`config.mk`:
```
export PLATFORM = sky130hd
export DESIGN_NAME = lru_scheduled_insertion_replacement
export DESIGN_NICKNAME = d
export VERILOG_FILES = /design/src/hdl/lrusi_pkg.sv /design/src/hdl/lru_scheduled_insertion_replacement.sv /design/src/hdl/lrusi_ctrl.sv /design/src/hdl/lrusi_dp.sv
export SDC_FILE = /design/constraint.sdc
export NUM_CORES = 2
export LEC_CHECK = 0
export BUFFER_PORTS_ARGS = -buffer_cell sky130_fd_sc_hd__buf_2
export CAP_MARGIN = 20
export CORE_UTILIZATION = 31
export DETAILED_ROUTE_END_ITERATION = 12
export GPL_ROUTABILITY_DRIVEN = 1
export GPL_TIMING_DRIVEN = 0
export PLACE_DENSITY = 0.5
export SYNTH_ARGS = -nofsm -noshare
export SYNTH_HDL_FRONTEND = slang
export SYNTH_HIERARCHICAL = 1
export SYNTH_SLANG_ARGS = --single-unit
```
`constraint.sdc`:
```
create_clock -name clk_i -period 27.2 [get_ports clk_i]
set_input_delay 1.36 -clock clk_i [delete_from_list [all_inputs] [get_ports clk_i]]
set_output_delay 1.36 -clock clk_i [all_outputs]
set_load 0.05 [all_outputs]
```
`src/hdl/lrusi_pkg.sv`:
```
// Shared constants, codes and control types for the LRU scheduled insertion block.
`default_nettype none

package lrusi_pkg;

  // Fixed field widths of the access and result items.
  localparam int unsigned OPCODE_W  = 2;
  localparam int unsigned SET_IDX_W = 6;
  localparam int unsigned WAY_IDX_W = 3;
  localparam int unsigned AGE_OUT_W = 3;

  // Configuration port.
  localparam int unsigned CFG_IDX_W  = 1;
  localparam int unsigned CFG_DATA_W = 7;

  localparam logic [CFG_IDX_W-1:0] REG_SCHED_LEN = 1'd0;
  localparam logic [CFG_IDX_W-1:0] REG_MRU_PCT   = 1'd1;

  localparam logic [CFG_DATA_W-1:0] SCHED_LEN_RST = 7'd1;
  localparam logic [CFG_DATA_W-1:0] MRU_PCT_RST   = 7'd0;

  // Opcodes.
  localparam logic [OPCODE_W-1:0] OP_HIT   = 2'd0;
  localparam logic [OPCODE_W-1:0] OP_FILL  = 2'd1;
  localparam logic [OPCODE_W-1:0] OP_QUERY = 2'd2;

  // Division by 100 of a product below 2^14: floor(x * 41944 / 2^22) is exact.
  localparam int unsigned     PROD_W      = 2 * CFG_DATA_W;
  localparam int unsigned     RECIP_W     = 16;
  localparam logic [RECIP_W-1:0] RECIP_100 = 16'd41944;
  localparam int unsigned     RECIP_SHIFT = 22;
  localparam int unsigned     MCOUNT_W    = 8;

  // Default sizes.
  localparam int unsigned NUM_WAYS_DEF     = 8;
  localparam int unsigned NUM_SETS_DEF     = 64;
  localparam int unsigned MAX_SCHEDULE_DEF = 64;

  // Commands from the controller to the datapath.
  typedef struct packed {
    logic clr_wr;  // write the reset row during the clearing pass
    logic load;    // capture an accepted item and read its set
    logic exec;    // update the set, write it back and register the result
  } ctrl_cmd_t;

  // Status from the datapath to the controller.
  typedef struct packed {
    logic clr_last;  // the clearing pass is at its last set
  } dp_status_t;

endpackage

`default_nettype wire

```
`src/hdl/lru_scheduled_insertion_replacement.sv`:
```
// Top level of the per-set LRU age table with scheduled MRU/LRU insertion.
`default_nettype none

// The block keeps one LRU age per way for every set of a set-associative cache.
// Requests enter on start with opcode, set_index and way_index; an item is
// accepted at a rising edge where start is high and busy is low. A hit moves
// the way to MRU, a fill inserts at MRU or LRU according to a round-robin
// schedule, and a victim query returns the way whose age is zero.
// Every accepted item produces exactly one result: victim_way_o, new_age_o and
// inserted_mru_o are valid in the single cycle in which done_o is high. done_o
// rises at the edge after the accepting edge. The receiver cannot stall, so
// it takes the result while done_o is high.
// An item is handled in two steps: the load step reads the set's row from the
// single-port age memory and the execute step updates it and writes it back.
// busy is high during the execute step, so no item is taken while one executes.
// After reset the block runs a clearing pass that writes the initial ages
// (way i holds age i) into every set; busy stays high for that time.
// Configuration writes on cfg_we_i/cfg_idx_i/cfg_data_i are taken
// at any edge, also during the clearing pass, and should be made while the
// block is idle; an item accepted at any later edge uses the new values.
module lru_scheduled_insertion_replacement #(
  parameter int unsigned NUM_WAYS     = lrusi_pkg::NUM_WAYS_DEF,
  parameter int unsigned NUM_SETS     = lrusi_pkg::NUM_SETS_DEF,
  parameter int unsigned MAX_SCHEDULE = lrusi_pkg::MAX_SCHEDULE_DEF
) (
  input  wire logic                             clk_i,
  input  wire logic                             rst_ni,
  input  wire logic                             cfg_we_i,
  input  wire logic [lrusi_pkg::CFG_IDX_W-1:0]  cfg_idx_i,
  input  wire logic [lrusi_pkg::CFG_DATA_W-1:0] cfg_data_i,
  input  wire logic                             start,
  output logic                                  busy,
  input  wire logic [lrusi_pkg::OPCODE_W-1:0]   opcode_i,
  input  wire logic [lrusi_pkg::SET_IDX_W-1:0]  set_index_i,
  input  wire logic [lrusi_pkg::WAY_IDX_W-1:0]  way_index_i,
  output logic                                  done_o,
  output logic [lrusi_pkg::WAY_IDX_W-1:0]       victim_way_o,
  output logic [lrusi_pkg::AGE_OUT_W-1:0]       new_age_o,
  output logic                                  inserted_mru_o
);
  import lrusi_pkg::*;

  ctrl_cmd_t  cmd;
  dp_status_t status;

  // Sequencing: clearing pass, then idle and execute for each item.
  lrusi_ctrl u_ctrl (
    .clk_i    (clk_i),
    .rst_ni   (rst_ni),
    .start    (start),
    .status_i (status),
    .cmd_o    (cmd),
    .busy     (busy)
  );

  // Age memory, update logic, insertion schedule and result registers.
  lrusi_dp #(
    .NUM_WAYS     (NUM_WAYS),
    .NUM_SETS     (NUM_SETS),
    .MAX_SCHEDULE (MAX_SCHEDULE)
  ) u_dp (
    .clk_i          (clk_i),
    .rst_ni         (rst_ni),
    .cmd_i          (cmd),
    .status_o       (status),
    .cfg_we_i       (cfg_we_i),
    .cfg_idx_i      (cfg_idx_i),
    .cfg_data_i     (cfg_data_i),
    .opcode_i       (opcode_i),
    .set_index_i    (set_index_i),
    .way_index_i    (way_index_i),
    .done_o         (done_o),
    .victim_way_o   (victim_way_o),
    .new_age_o      (new_age_o),
    .inserted_mru_o (inserted_mru_o)
  );

  // Every accepted item yields its result on done_o.
  assert property (@(posedge clk_i) disable iff (!rst_ni)
    (start && !busy) |=> ##1 done_o)
    else $error("accepted item produced no result");

  // Results never come in consecutive cycles.
  assert property (@(posedge clk_i) disable iff (!rst_ni)
    done_o |=> !done_o)
    else $error("result strobe held for more than one cycle");

  // The block is idle while a result is shown, and no write comes from an idle block.
  assert property (@(posedge clk_i) disable iff (!rst_ni)
    done_o |-> (!busy && !cmd.exec && !cmd.clr_wr))
    else $error("result shown while the block is busy");

endmodule

`default_nettype wire

```
`src/hdl/lrusi_ctrl.sv`:
```
// Controller state machine: clearing pass, idle and execute states.
`default_nettype none

module lrusi_ctrl (
  input  wire logic                   clk_i,
  input  wire logic                   rst_ni,
  input  wire logic                   start,
  input  wire lrusi_pkg::dp_status_t  status_i,
  output lrusi_pkg::ctrl_cmd_t        cmd_o,
  output logic                        busy
);
  import lrusi_pkg::*;

  localparam logic [1:0] S_CLEAR = 2'd0;
  localparam logic [1:0] S_IDLE  = 2'd1;
  localparam logic [1:0] S_EXEC  = 2'd2;

  logic [1:0] state_q, state_d;

  always_comb begin
    state_d = state_q;
    unique case (state_q)
      S_CLEAR: begin
        if (status_i.clr_last) begin
          state_d = S_IDLE;
        end
      end
      S_IDLE: begin
        if (start) begin
          state_d = S_EXEC;
        end
      end
      S_EXEC: begin
        state_d = S_IDLE;
      end
      default: begin
        state_d = S_CLEAR;
      end
    endcase
  end

  always_ff @(posedge clk_i or negedge rst_ni) begin
    if (!rst_ni) begin
      state_q <= S_CLEAR;
    end else begin
      state_q <= state_d;
    end
  end

  assign busy         = (state_q != S_IDLE);
  assign cmd_o.clr_wr = (state_q == S_CLEAR);
  assign cmd_o.load   = (state_q == S_IDLE) && start;
  assign cmd_o.exec   = (state_q == S_EXEC);

endmodule

`default_nettype wire

```
`src/hdl/lrusi_dp.sv`:
```
// Datapath: age memory, age update logic, insertion schedule and result registers.
`default_nettype none

module lrusi_dp #(
  parameter int unsigned NUM_WAYS     = lrusi_pkg::NUM_WAYS_DEF,
  parameter int unsigned NUM_SETS     = lrusi_pkg::NUM_SETS_DEF,
  parameter int unsigned MAX_SCHEDULE = lrusi_pkg::MAX_SCHEDULE_DEF
) (
  input  wire logic                               clk_i,
  input  wire logic                               rst_ni,
  input  wire lrusi_pkg::ctrl_cmd_t               cmd_i,
  output lrusi_pkg::dp_status_t                   status_o,
  input  wire logic                               cfg_we_i,
  input  wire logic [lrusi_pkg::CFG_IDX_W-1:0]    cfg_idx_i,
  input  wire logic [lrusi_pkg::CFG_DATA_W-1:0]   cfg_data_i,
  input  wire logic [lrusi_pkg::OPCODE_W-1:0]     opcode_i,
  input  wire logic [lrusi_pkg::SET_IDX_W-1:0]    set_index_i,
  input  wire logic [lrusi_pkg::WAY_IDX_W-1:0]    way_index_i,
  output logic                                    done_o,
  output logic [lrusi_pkg::WAY_IDX_W-1:0]         victim_way_o,
  output logic [lrusi_pkg::AGE_OUT_W-1:0]         new_age_o,
  output logic                                    inserted_mru_o
);
  import lrusi_pkg::*;

  localparam int unsigned AW     = $clog2(NUM_WAYS);
  localparam int unsigned ROW_W  = NUM_WAYS * AW;
  localparam int unsigned SW     = (NUM_SETS > 1) ? $clog2(NUM_SETS) : 1;
  localparam int unsigned PW     = (MAX_SCHEDULE > 1) ? $clog2(MAX_SCHEDULE) : 1;
  localparam int unsigned CMPW   = ((PW > CFG_DATA_W) ? PW : CFG_DATA_W) + 1;
  localparam int unsigned IDX_IN = 1 << SET_IDX_W;
  localparam int unsigned EXT_W  = 5;

  localparam logic [AW-1:0]        MRU_AGE     = AW'(NUM_WAYS - 1);
  localparam logic [AGE_OUT_W-1:0] MRU_AGE_OUT = AGE_OUT_W'((NUM_WAYS - 1) % 8);
  localparam logic [SW-1:0]        LAST_SET    = SW'(NUM_SETS - 1);

  typedef logic [IDX_IN-1:0][SW-1:0] wrap_tbl_t;

  // Set index wrapped into the set count, one entry per input code.
  function automatic wrap_tbl_t build_wrap();
    wrap_tbl_t t;
    for (int i = 0; i < IDX_IN; i++) begin
      t[i] = SW'(i % NUM_SETS);
    end
    return t;
  endfunction

  function automatic logic [ROW_W-1:0] reset_row();
    logic [ROW_W-1:0] r;
    for (int i = 0; i < NUM_WAYS; i++) begin
      r[i*AW +: AW] = AW'(i);
    end
    return r;
  endfunction

  localparam wrap_tbl_t        WRAP_TBL = build_wrap();
  localparam logic [ROW_W-1:0] RST_ROW  = reset_row();

  // Configuration and insertion schedule.
  logic [CFG_DATA_W-1:0] sched_len_q, mru_pct_q;
  logic [CFG_DATA_W-1:0] eff_len;
  logic [PROD_W-1:0]     prod_q;
  logic [PROD_W+RECIP_W-1:0] recip_prod;
  logic [MCOUNT_W-1:0]   mcount;
  logic [PW-1:0]         ptr_q, ptr_d;
  logic [CMPW-1:0]       ptr_ext, ptr_inc, len_ext, mcount_ext;
  logic                  fill_mru;

  always_comb begin
    if (sched_len_q == '0) begin
      eff_len = CFG_DATA_W'(1);
    end else if ((CMPW + 1)'(sched_len_q) > (CMPW + 1)'(MAX_SCHEDULE)) begin
      eff_len = CFG_DATA_W'(MAX_SCHEDULE);
    end else begin
      eff_len = sched_len_q;
    end
  end

  assign recip_prod = (PROD_W + RECIP_W)'(prod_q) * (PROD_W + RECIP_W)'(RECIP_100);
  assign mcount     = MCOUNT_W'(recip_prod >> RECIP_SHIFT);

  always_ff @(posedge clk_i or negedge rst_ni) begin
    if (!rst_ni) begin
      sched_len_q <= SCHED_LEN_RST;
      mru_pct_q   <= MRU_PCT_RST;
      prod_q      <= '0;
    end else begin
      if (cfg_we_i) begin
        unique case (cfg_idx_i)
          REG_SCHED_LEN: sched_len_q <= cfg_data_i;
          REG_MRU_PCT:   mru_pct_q   <= cfg_data_i;
          default:       sched_len_q <= sched_len_q;
        endcase
      end
      prod_q <= PROD_W'(eff_len) * PROD_W'(mru_pct_q);
    end
  end

  assign ptr_ext    = CMPW'(ptr_q);
  assign ptr_inc    = ptr_ext + CMPW'(1);
  assign len_ext    = CMPW'(eff_len);
  assign mcount_ext = CMPW'(mcount);
  assign fill_mru   = (ptr_ext < mcount_ext) && (ptr_ext < len_ext);
  assign ptr_d      = (ptr_inc >= len_ext) ? '0 : PW'(ptr_inc);

  // Item registers and age memory.
  logic [OPCODE_W-1:0]  op_q;
  logic [SW-1:0]        set_q;
  logic [WAY_IDX_W-1:0] way_q;
  logic [ROW_W-1:0]     rd_row_q;
  logic [ROW_W-1:0]     age_mem_q [NUM_SETS];
  logic [SW-1:0]        clr_cnt_q;
  logic [SW-1:0]        rd_addr, wr_addr;
  logic [ROW_W-1:0]     wr_row;
  logic                 wr_en;

  assign rd_addr = WRAP_TBL[set_index_i];

  always_ff @(posedge clk_i) begin
    if (cmd_i.load) begin
      op_q     <= opcode_i;
      set_q    <= rd_addr;
      way_q    <= way_index_i;
      rd_row_q <= age_mem_q[rd_addr];
    end
    if (wr_en) begin
      age_mem_q[wr_addr] <= wr_row;
    end
  end

  always_ff @(posedge clk_i or negedge rst_ni) begin
    if (!rst_ni) begin
      clr_cnt_q <= '0;
    end else if (cmd_i.clr_wr) begin
      clr_cnt_q <= clr_cnt_q + SW'(1);
    end
  end

  assign status_o.clr_last = (clr_cnt_q == LAST_SET);

  // Age update for the addressed set.
  logic [AW-1:0]           ages     [NUM_WAYS];
  logic [ROW_W-1:0]        mru_row, lru_row, upd_row;
  logic [AW-1:0]           old_age;
  logic [AW-1:0]           victim;
  logic [EXT_W-1:0]        way_ext, victim_ext;
  logic [AW-1:0]           way_sel;
  logic                    way_ok;
  logic [WAY_IDX_W-1:0]    victim_d;
  logic [AGE_OUT_W-1:0]    age_d;
  logic                    ins_d;

  assign way_ext    = EXT_W'(way_q);
  assign way_sel    = way_ext[AW-1:0];
  assign way_ok     = (way_ext < EXT_W'(NUM_WAYS));
  assign old_age    = ages[way_sel];
  assign victim_ext = {{(EXT_W - AW){1'b0}}, victim};

  always_comb begin
    victim = '0;
    for (int i = 0; i < NUM_WAYS; i++) begin
      ages[i] = rd_row_q[i*AW +: AW];
    end
    for (int i = 0; i < NUM_WAYS; i++) begin
      if (ages[i] == '0) begin
        victim = AW'(i);
      end
    end
  end

  always_comb begin
    for (int i = 0; i < NUM_WAYS; i++) begin
      if (AW'(i) == way_sel) begin
        mru_row[i*AW +: AW] = MRU_AGE;
        lru_row[i*AW +: AW] = '0;
      end else begin
        mru_row[i*AW +: AW] = (ages[i] > old_age) ? ages[i] - AW'(1) : ages[i];
        lru_row[i*AW +: AW] = (ages[i] < old_age) ? ages[i] + AW'(1) : ages[i];
      end
    end
  end

  always_comb begin
    upd_row  = rd_row_q;
    victim_d = '0;
    age_d    = '0;
    ins_d    = 1'b0;
    unique case (op_q)
      OP_HIT: begin
        if (way_ok) begin
          upd_row = mru_row;
          age_d   = MRU_AGE_OUT;
        end
      end
      OP_FILL: begin
        if (way_ok) begin
          ins_d   = fill_mru;
          upd_row = fill_mru ? mru_row : lru_row;
          age_d   = fill_mru ? MRU_AGE_OUT : '0;
        end
      end
      OP_QUERY: begin
        victim_d = victim_ext[WAY_IDX_W-1:0];
      end
      default: begin
        upd_row = rd_row_q;
      end
    endcase
  end

  assign wr_en   = cmd_i.clr_wr || cmd_i.exec;
  assign wr_addr = cmd_i.clr_wr ? clr_cnt_q : set_q;
  assign wr_row  = cmd_i.clr_wr ? RST_ROW : upd_row;

  always_ff @(posedge clk_i or negedge rst_ni) begin
    if (!rst_ni) begin
      ptr_q          <= '0;
      done_o         <= 1'b0;
      victim_way_o   <= '0;
      new_age_o      <= '0;
      inserted_mru_o <= 1'b0;
    end else begin
      done_o <= cmd_i.exec;
      if (cmd_i.exec) begin
        victim_way_o   <= victim_d;
        new_age_o      <= age_d;
        inserted_mru_o <= ins_d;
        if (op_q == OP_FILL && way_ok) begin
          ptr_q <= ptr_d;
        end
      end
    end
  end

endmodule

`default_nettype wire
```
==> impl_metrics.toml <==
[status]
status = "complete, no violations"

[clock_network]
root_buffer = "clkbuf_16"
cts-buffers-inserted = 171
clk_latency_ps = 810
max-clock-path-buffers = 3
postCtsSetupBuffers = 0
clock_sinks = 1619
post_cts_resized = 0
ctsHtreeMaxLevel = 4
cts_tree = "done"
clk_pin_slew_worst_paths_ps = 50
hold_buffers = 0

[worst_setup_path]
worst_ep_arrival_time_ps = 9480
setup.worst_path.start_class = "flop"
crit_fanout = 20
crit_start = "u_dp/prod_q[11]"
cp.required_ps = 27830
rr_startpoint = "u_dp/prod_q[11]"
crit_top_cell = "fa_1"
critPathTopFamily = "compound AO/OA/AOI/OAI gates"
critPathKind = "flop to flop"
r2r_cells = 28
cpPeakStageDelay_ps = 860
path_buf_inv = 6
cpMaxStageDelayCell = "a221oi_4"
crit_path_end_kind = "flop"
worstSetupPathDepth = 28

[logic_synthesis]
ys_seq_elements = 1619
syn_nets = 3722
synth_warnings = 6
async_flop_share = 0.02965
synth_top_cell_by_area = "edfxtp_1"
synth_top_area_share = 0.6804
yosysUniqueCellTypes = 77
syn_area_sq_mm = 0.06933
syn_inst = 3417
synth.avg_cell_area_sq_um = 20.29
synth_flop_cell = "edfxtp_1"
synth-edff-count = 1571
ys_seq_area_frac = 0.6978
synth_area_leaders = "edfxtp_1 (68%), mux4_2 (17%), ha_1 (3.5%)"

[route]
drc_errors = 0
drt_iter0_markers = 3496
totalWireLength_um = 185700
wire_per_inst_um = 27.14
vias = 34530
ant_nets = 0
dr.pass1.iters = 6
vias_per_cell = 5.046

[timing]
worst_slack_ps = 18350
setup_violations = 0
min_period_ps = 8853
finalCritPeriodShare = 0.3255
rsz0062_at_grt = "no"
skew_ps = 44.88
finalMaxSlewViolations = 0
hold_violations = 0
worst_slew_pin_slew_ps = 1162
fin_setup_tns_ps = 0
max_freq_mhz = 113.0
slew_headroom = 0.2250

[cells_and_area]
nNetsFinal = 4036
layout_common_cells = "edfxtp_1 (1571), mux4_2 (510), inv_1 (197), ha_1 (195), clkbuf_16 (173)"
n_fill_cell = 20390
mostFrequentLayoutCell = "edfxtp_1"
syn_to_final_growth_pct = 17.47
drive_gt1_frac = 0.2697

[floorplan]
core_sq_mm = 0.2223
dieWidth_um = 474.9
initial_utilization = 0.3119
pin_count = 32
die_area_sq_mm = 0.2255
num_rows = 173
die_y_um = 474.9

[flow_run]
maxCapViolCount = 0

[grt]
grt_pass1_vias = 35290
grt_use_met2 = 0.2685
grtUsageMet1 = 0.2346
busiest_layer = "met2"
use_met3 = 0.02348
antenna_found_initial = 9
grt_max_degree = 65
grt_pass1_wl_um = 265600
grt_usage = 0.1662
grt_overflow = 0

[placement]
io_buffers = 31
dp_hpwl_um = 128800
gp_congestion = 0.8480
dp_worst_setup_slack_ps = 18300

[hold_path]
hp-class = "flop to flop"
hold_start = "u_dp/victim_way_o[1]"
hold_depth = 1

[power_and_ir_drop]
power_density_mw_per_mm2 = 107.7
vdd_ir_drop_max_v = 0.0002283
leakagePower_nw = 26.29
==> stage by stage <==
stage,util,instances,hold WS (ps),power [mW],cell area (sq um)
after detailed placement,0.3422,6528,503.0,6.669,76080
after floorplan,-,3417,478.1,5.501,69330
after global routing,0.3663,6838,514.0,9.365,81430
final,0.3664,6843,504.2,8.771,81440
after global placement,0.3293,6423,498.9,6.510,73210
after CTS,0.3660,6833,475.1,8.901,81350
==> metal layers <==
metal | share of wire | vias up
met5 | 0.000070 | -
met1 | 0.45 | 18740
met4 | 0.024 | 2
met3 | 0.051 | 241
li1 | - | 14600
met2 | 0.48 | 954
==> synthesized netlist by cell type (3+ instances only) <==
| cell | n |
|---|---|
| edfxtp_1 | 1571 |
| mux4_2 | 510 |
| inv_1 | 197 |
| ha_1 | 195 |
| nor2_1 | 119 |
| nand2_1 | 98 |
| clkbuf_1 | 97 |
| fa_1 | 87 |
| o21ai_0 | 57 |
| a21oi_1 | 47 |
| dfrtp_1 | 47 |
| buf_2 | 34 |
| nand3_1 | 30 |
| xnor2_1 | 27 |
| and2_1 | 25 |
| mux2_2 | 19 |
| nor3_1 | 19 |
| buf_1 | 18 |
| a21o_1 | 16 |
| nor2b_1 | 16 |
| a31oi_1 | 13 |
| o21a_1 | 10 |
| o211ai_1 | 9 |
| and3_1 | 8 |
| mux2i_1 | 8 |
| o21bai_1 | 8 |
| xor2_1 | 8 |
| o22ai_1 | 7 |
| or2_2 | 7 |
| a211oi_1 | 6 |
| a311oi_1 | 6 |
| a32o_1 | 6 |
| and4_1 | 6 |
| o31a_1 | 6 |
| a221o_1 | 5 |
| a31o_2 | 5 |
| a41o_1 | 5 |
| nand4_1 | 5 |
| nor3b_1 | 5 |
| a221oi_1 | 3 |
| a32oi_1 | 3 |
| buf_4 | 3 |
| nor4_1 | 3 |
| o41ai_1 | 3 |
| or3_1 | 3 |
==> registers in the layout (all words and copies together), names as in the netlist <==
| name | flops |
|---|---|
| u_dp/set_q | 6 |
| u_dp/clr_cnt_q | 6 |
| u_dp/inserted_mru_o | 1 |
| u_dp/op_q | 2 |
| u_dp/sched_len_q | 7 |
| u_dp/mru_pct_q | 7 |
| u_dp/new_age_o | 1 |
| u_dp/way_q | 3 |
| u_dp/age_mem_q | 1536 |
| u_dp/rd_row_q | 24 |
| u_dp/victim_way_o | 3 |
| u_dp/prod_q | 14 |
| u_dp/done_o | 1 |
| u_ctrl/state_q | 2 |
| u_dp/ptr_q | 6 |
==> cell families (layout without fill, tap and decap cells) <==
family                     after synthesis  count (layout)  share of synthesized area
xor gates and xnor gates                35              35                   0.004422
buffers and inverters                  351             797                    0.01989
adders and majority gates              282             282                    0.06031
AOI/OAI and AO/OA                      238             238                    0.02359
other                                    0               5                          0
DFF                                   1619            1619                     0.6978
and+or+nand+nor                        355             355                    0.02411
muxes                                  537             537                     0.1699
==> path summary, 6_finish.rpt <==
check,slack [ps],endpoint
setup / recovery,18350,u_dp/age_mem_q[39][13]
hold / removal,500,u_dp/victim_way_o[1]
setup reg to reg,18350,u_dp/age_mem_q[39][13]
hold reg to reg,500,u_dp/victim_way_o[1]
max in group asynchronous,25990,u_dp/sched_len_q[0]
min in group asynchronous,550,u_dp/clr_cnt_q[0]
==> report_power, final <==
part	switching, mW	internal, mW	leakage [nW]
clock	0.972	1.24	2.54
combinational	2.04	1.27	9.27
sequential	0.0908	3.16	14.5
total	3.10	5.67	26.3
==> cell type report <==
| cell class | count | area, sq um | area share |
|---|---|---|---|
| antenna | 5 | 12.51 | 0.0001536 |
| timing repair buffer | 141 | 2415 | 0.02965 |
| clock inverter | 80 | 752.0 | 0.009233 |
| multi-input combinational | 1447 | 20260 | 0.2487 |
| sequential | 1619 | 48380 | 0.5940 |
| buffer | 153 | 638.1 | 0.007835 |
| inverter | 198 | 743.2 | 0.009126 |
| tap | 2975 | 3722 | 0.04571 |
| clock buffer | 225 | 4524 | 0.05555 |
Power figures use the tool's default switching activity.
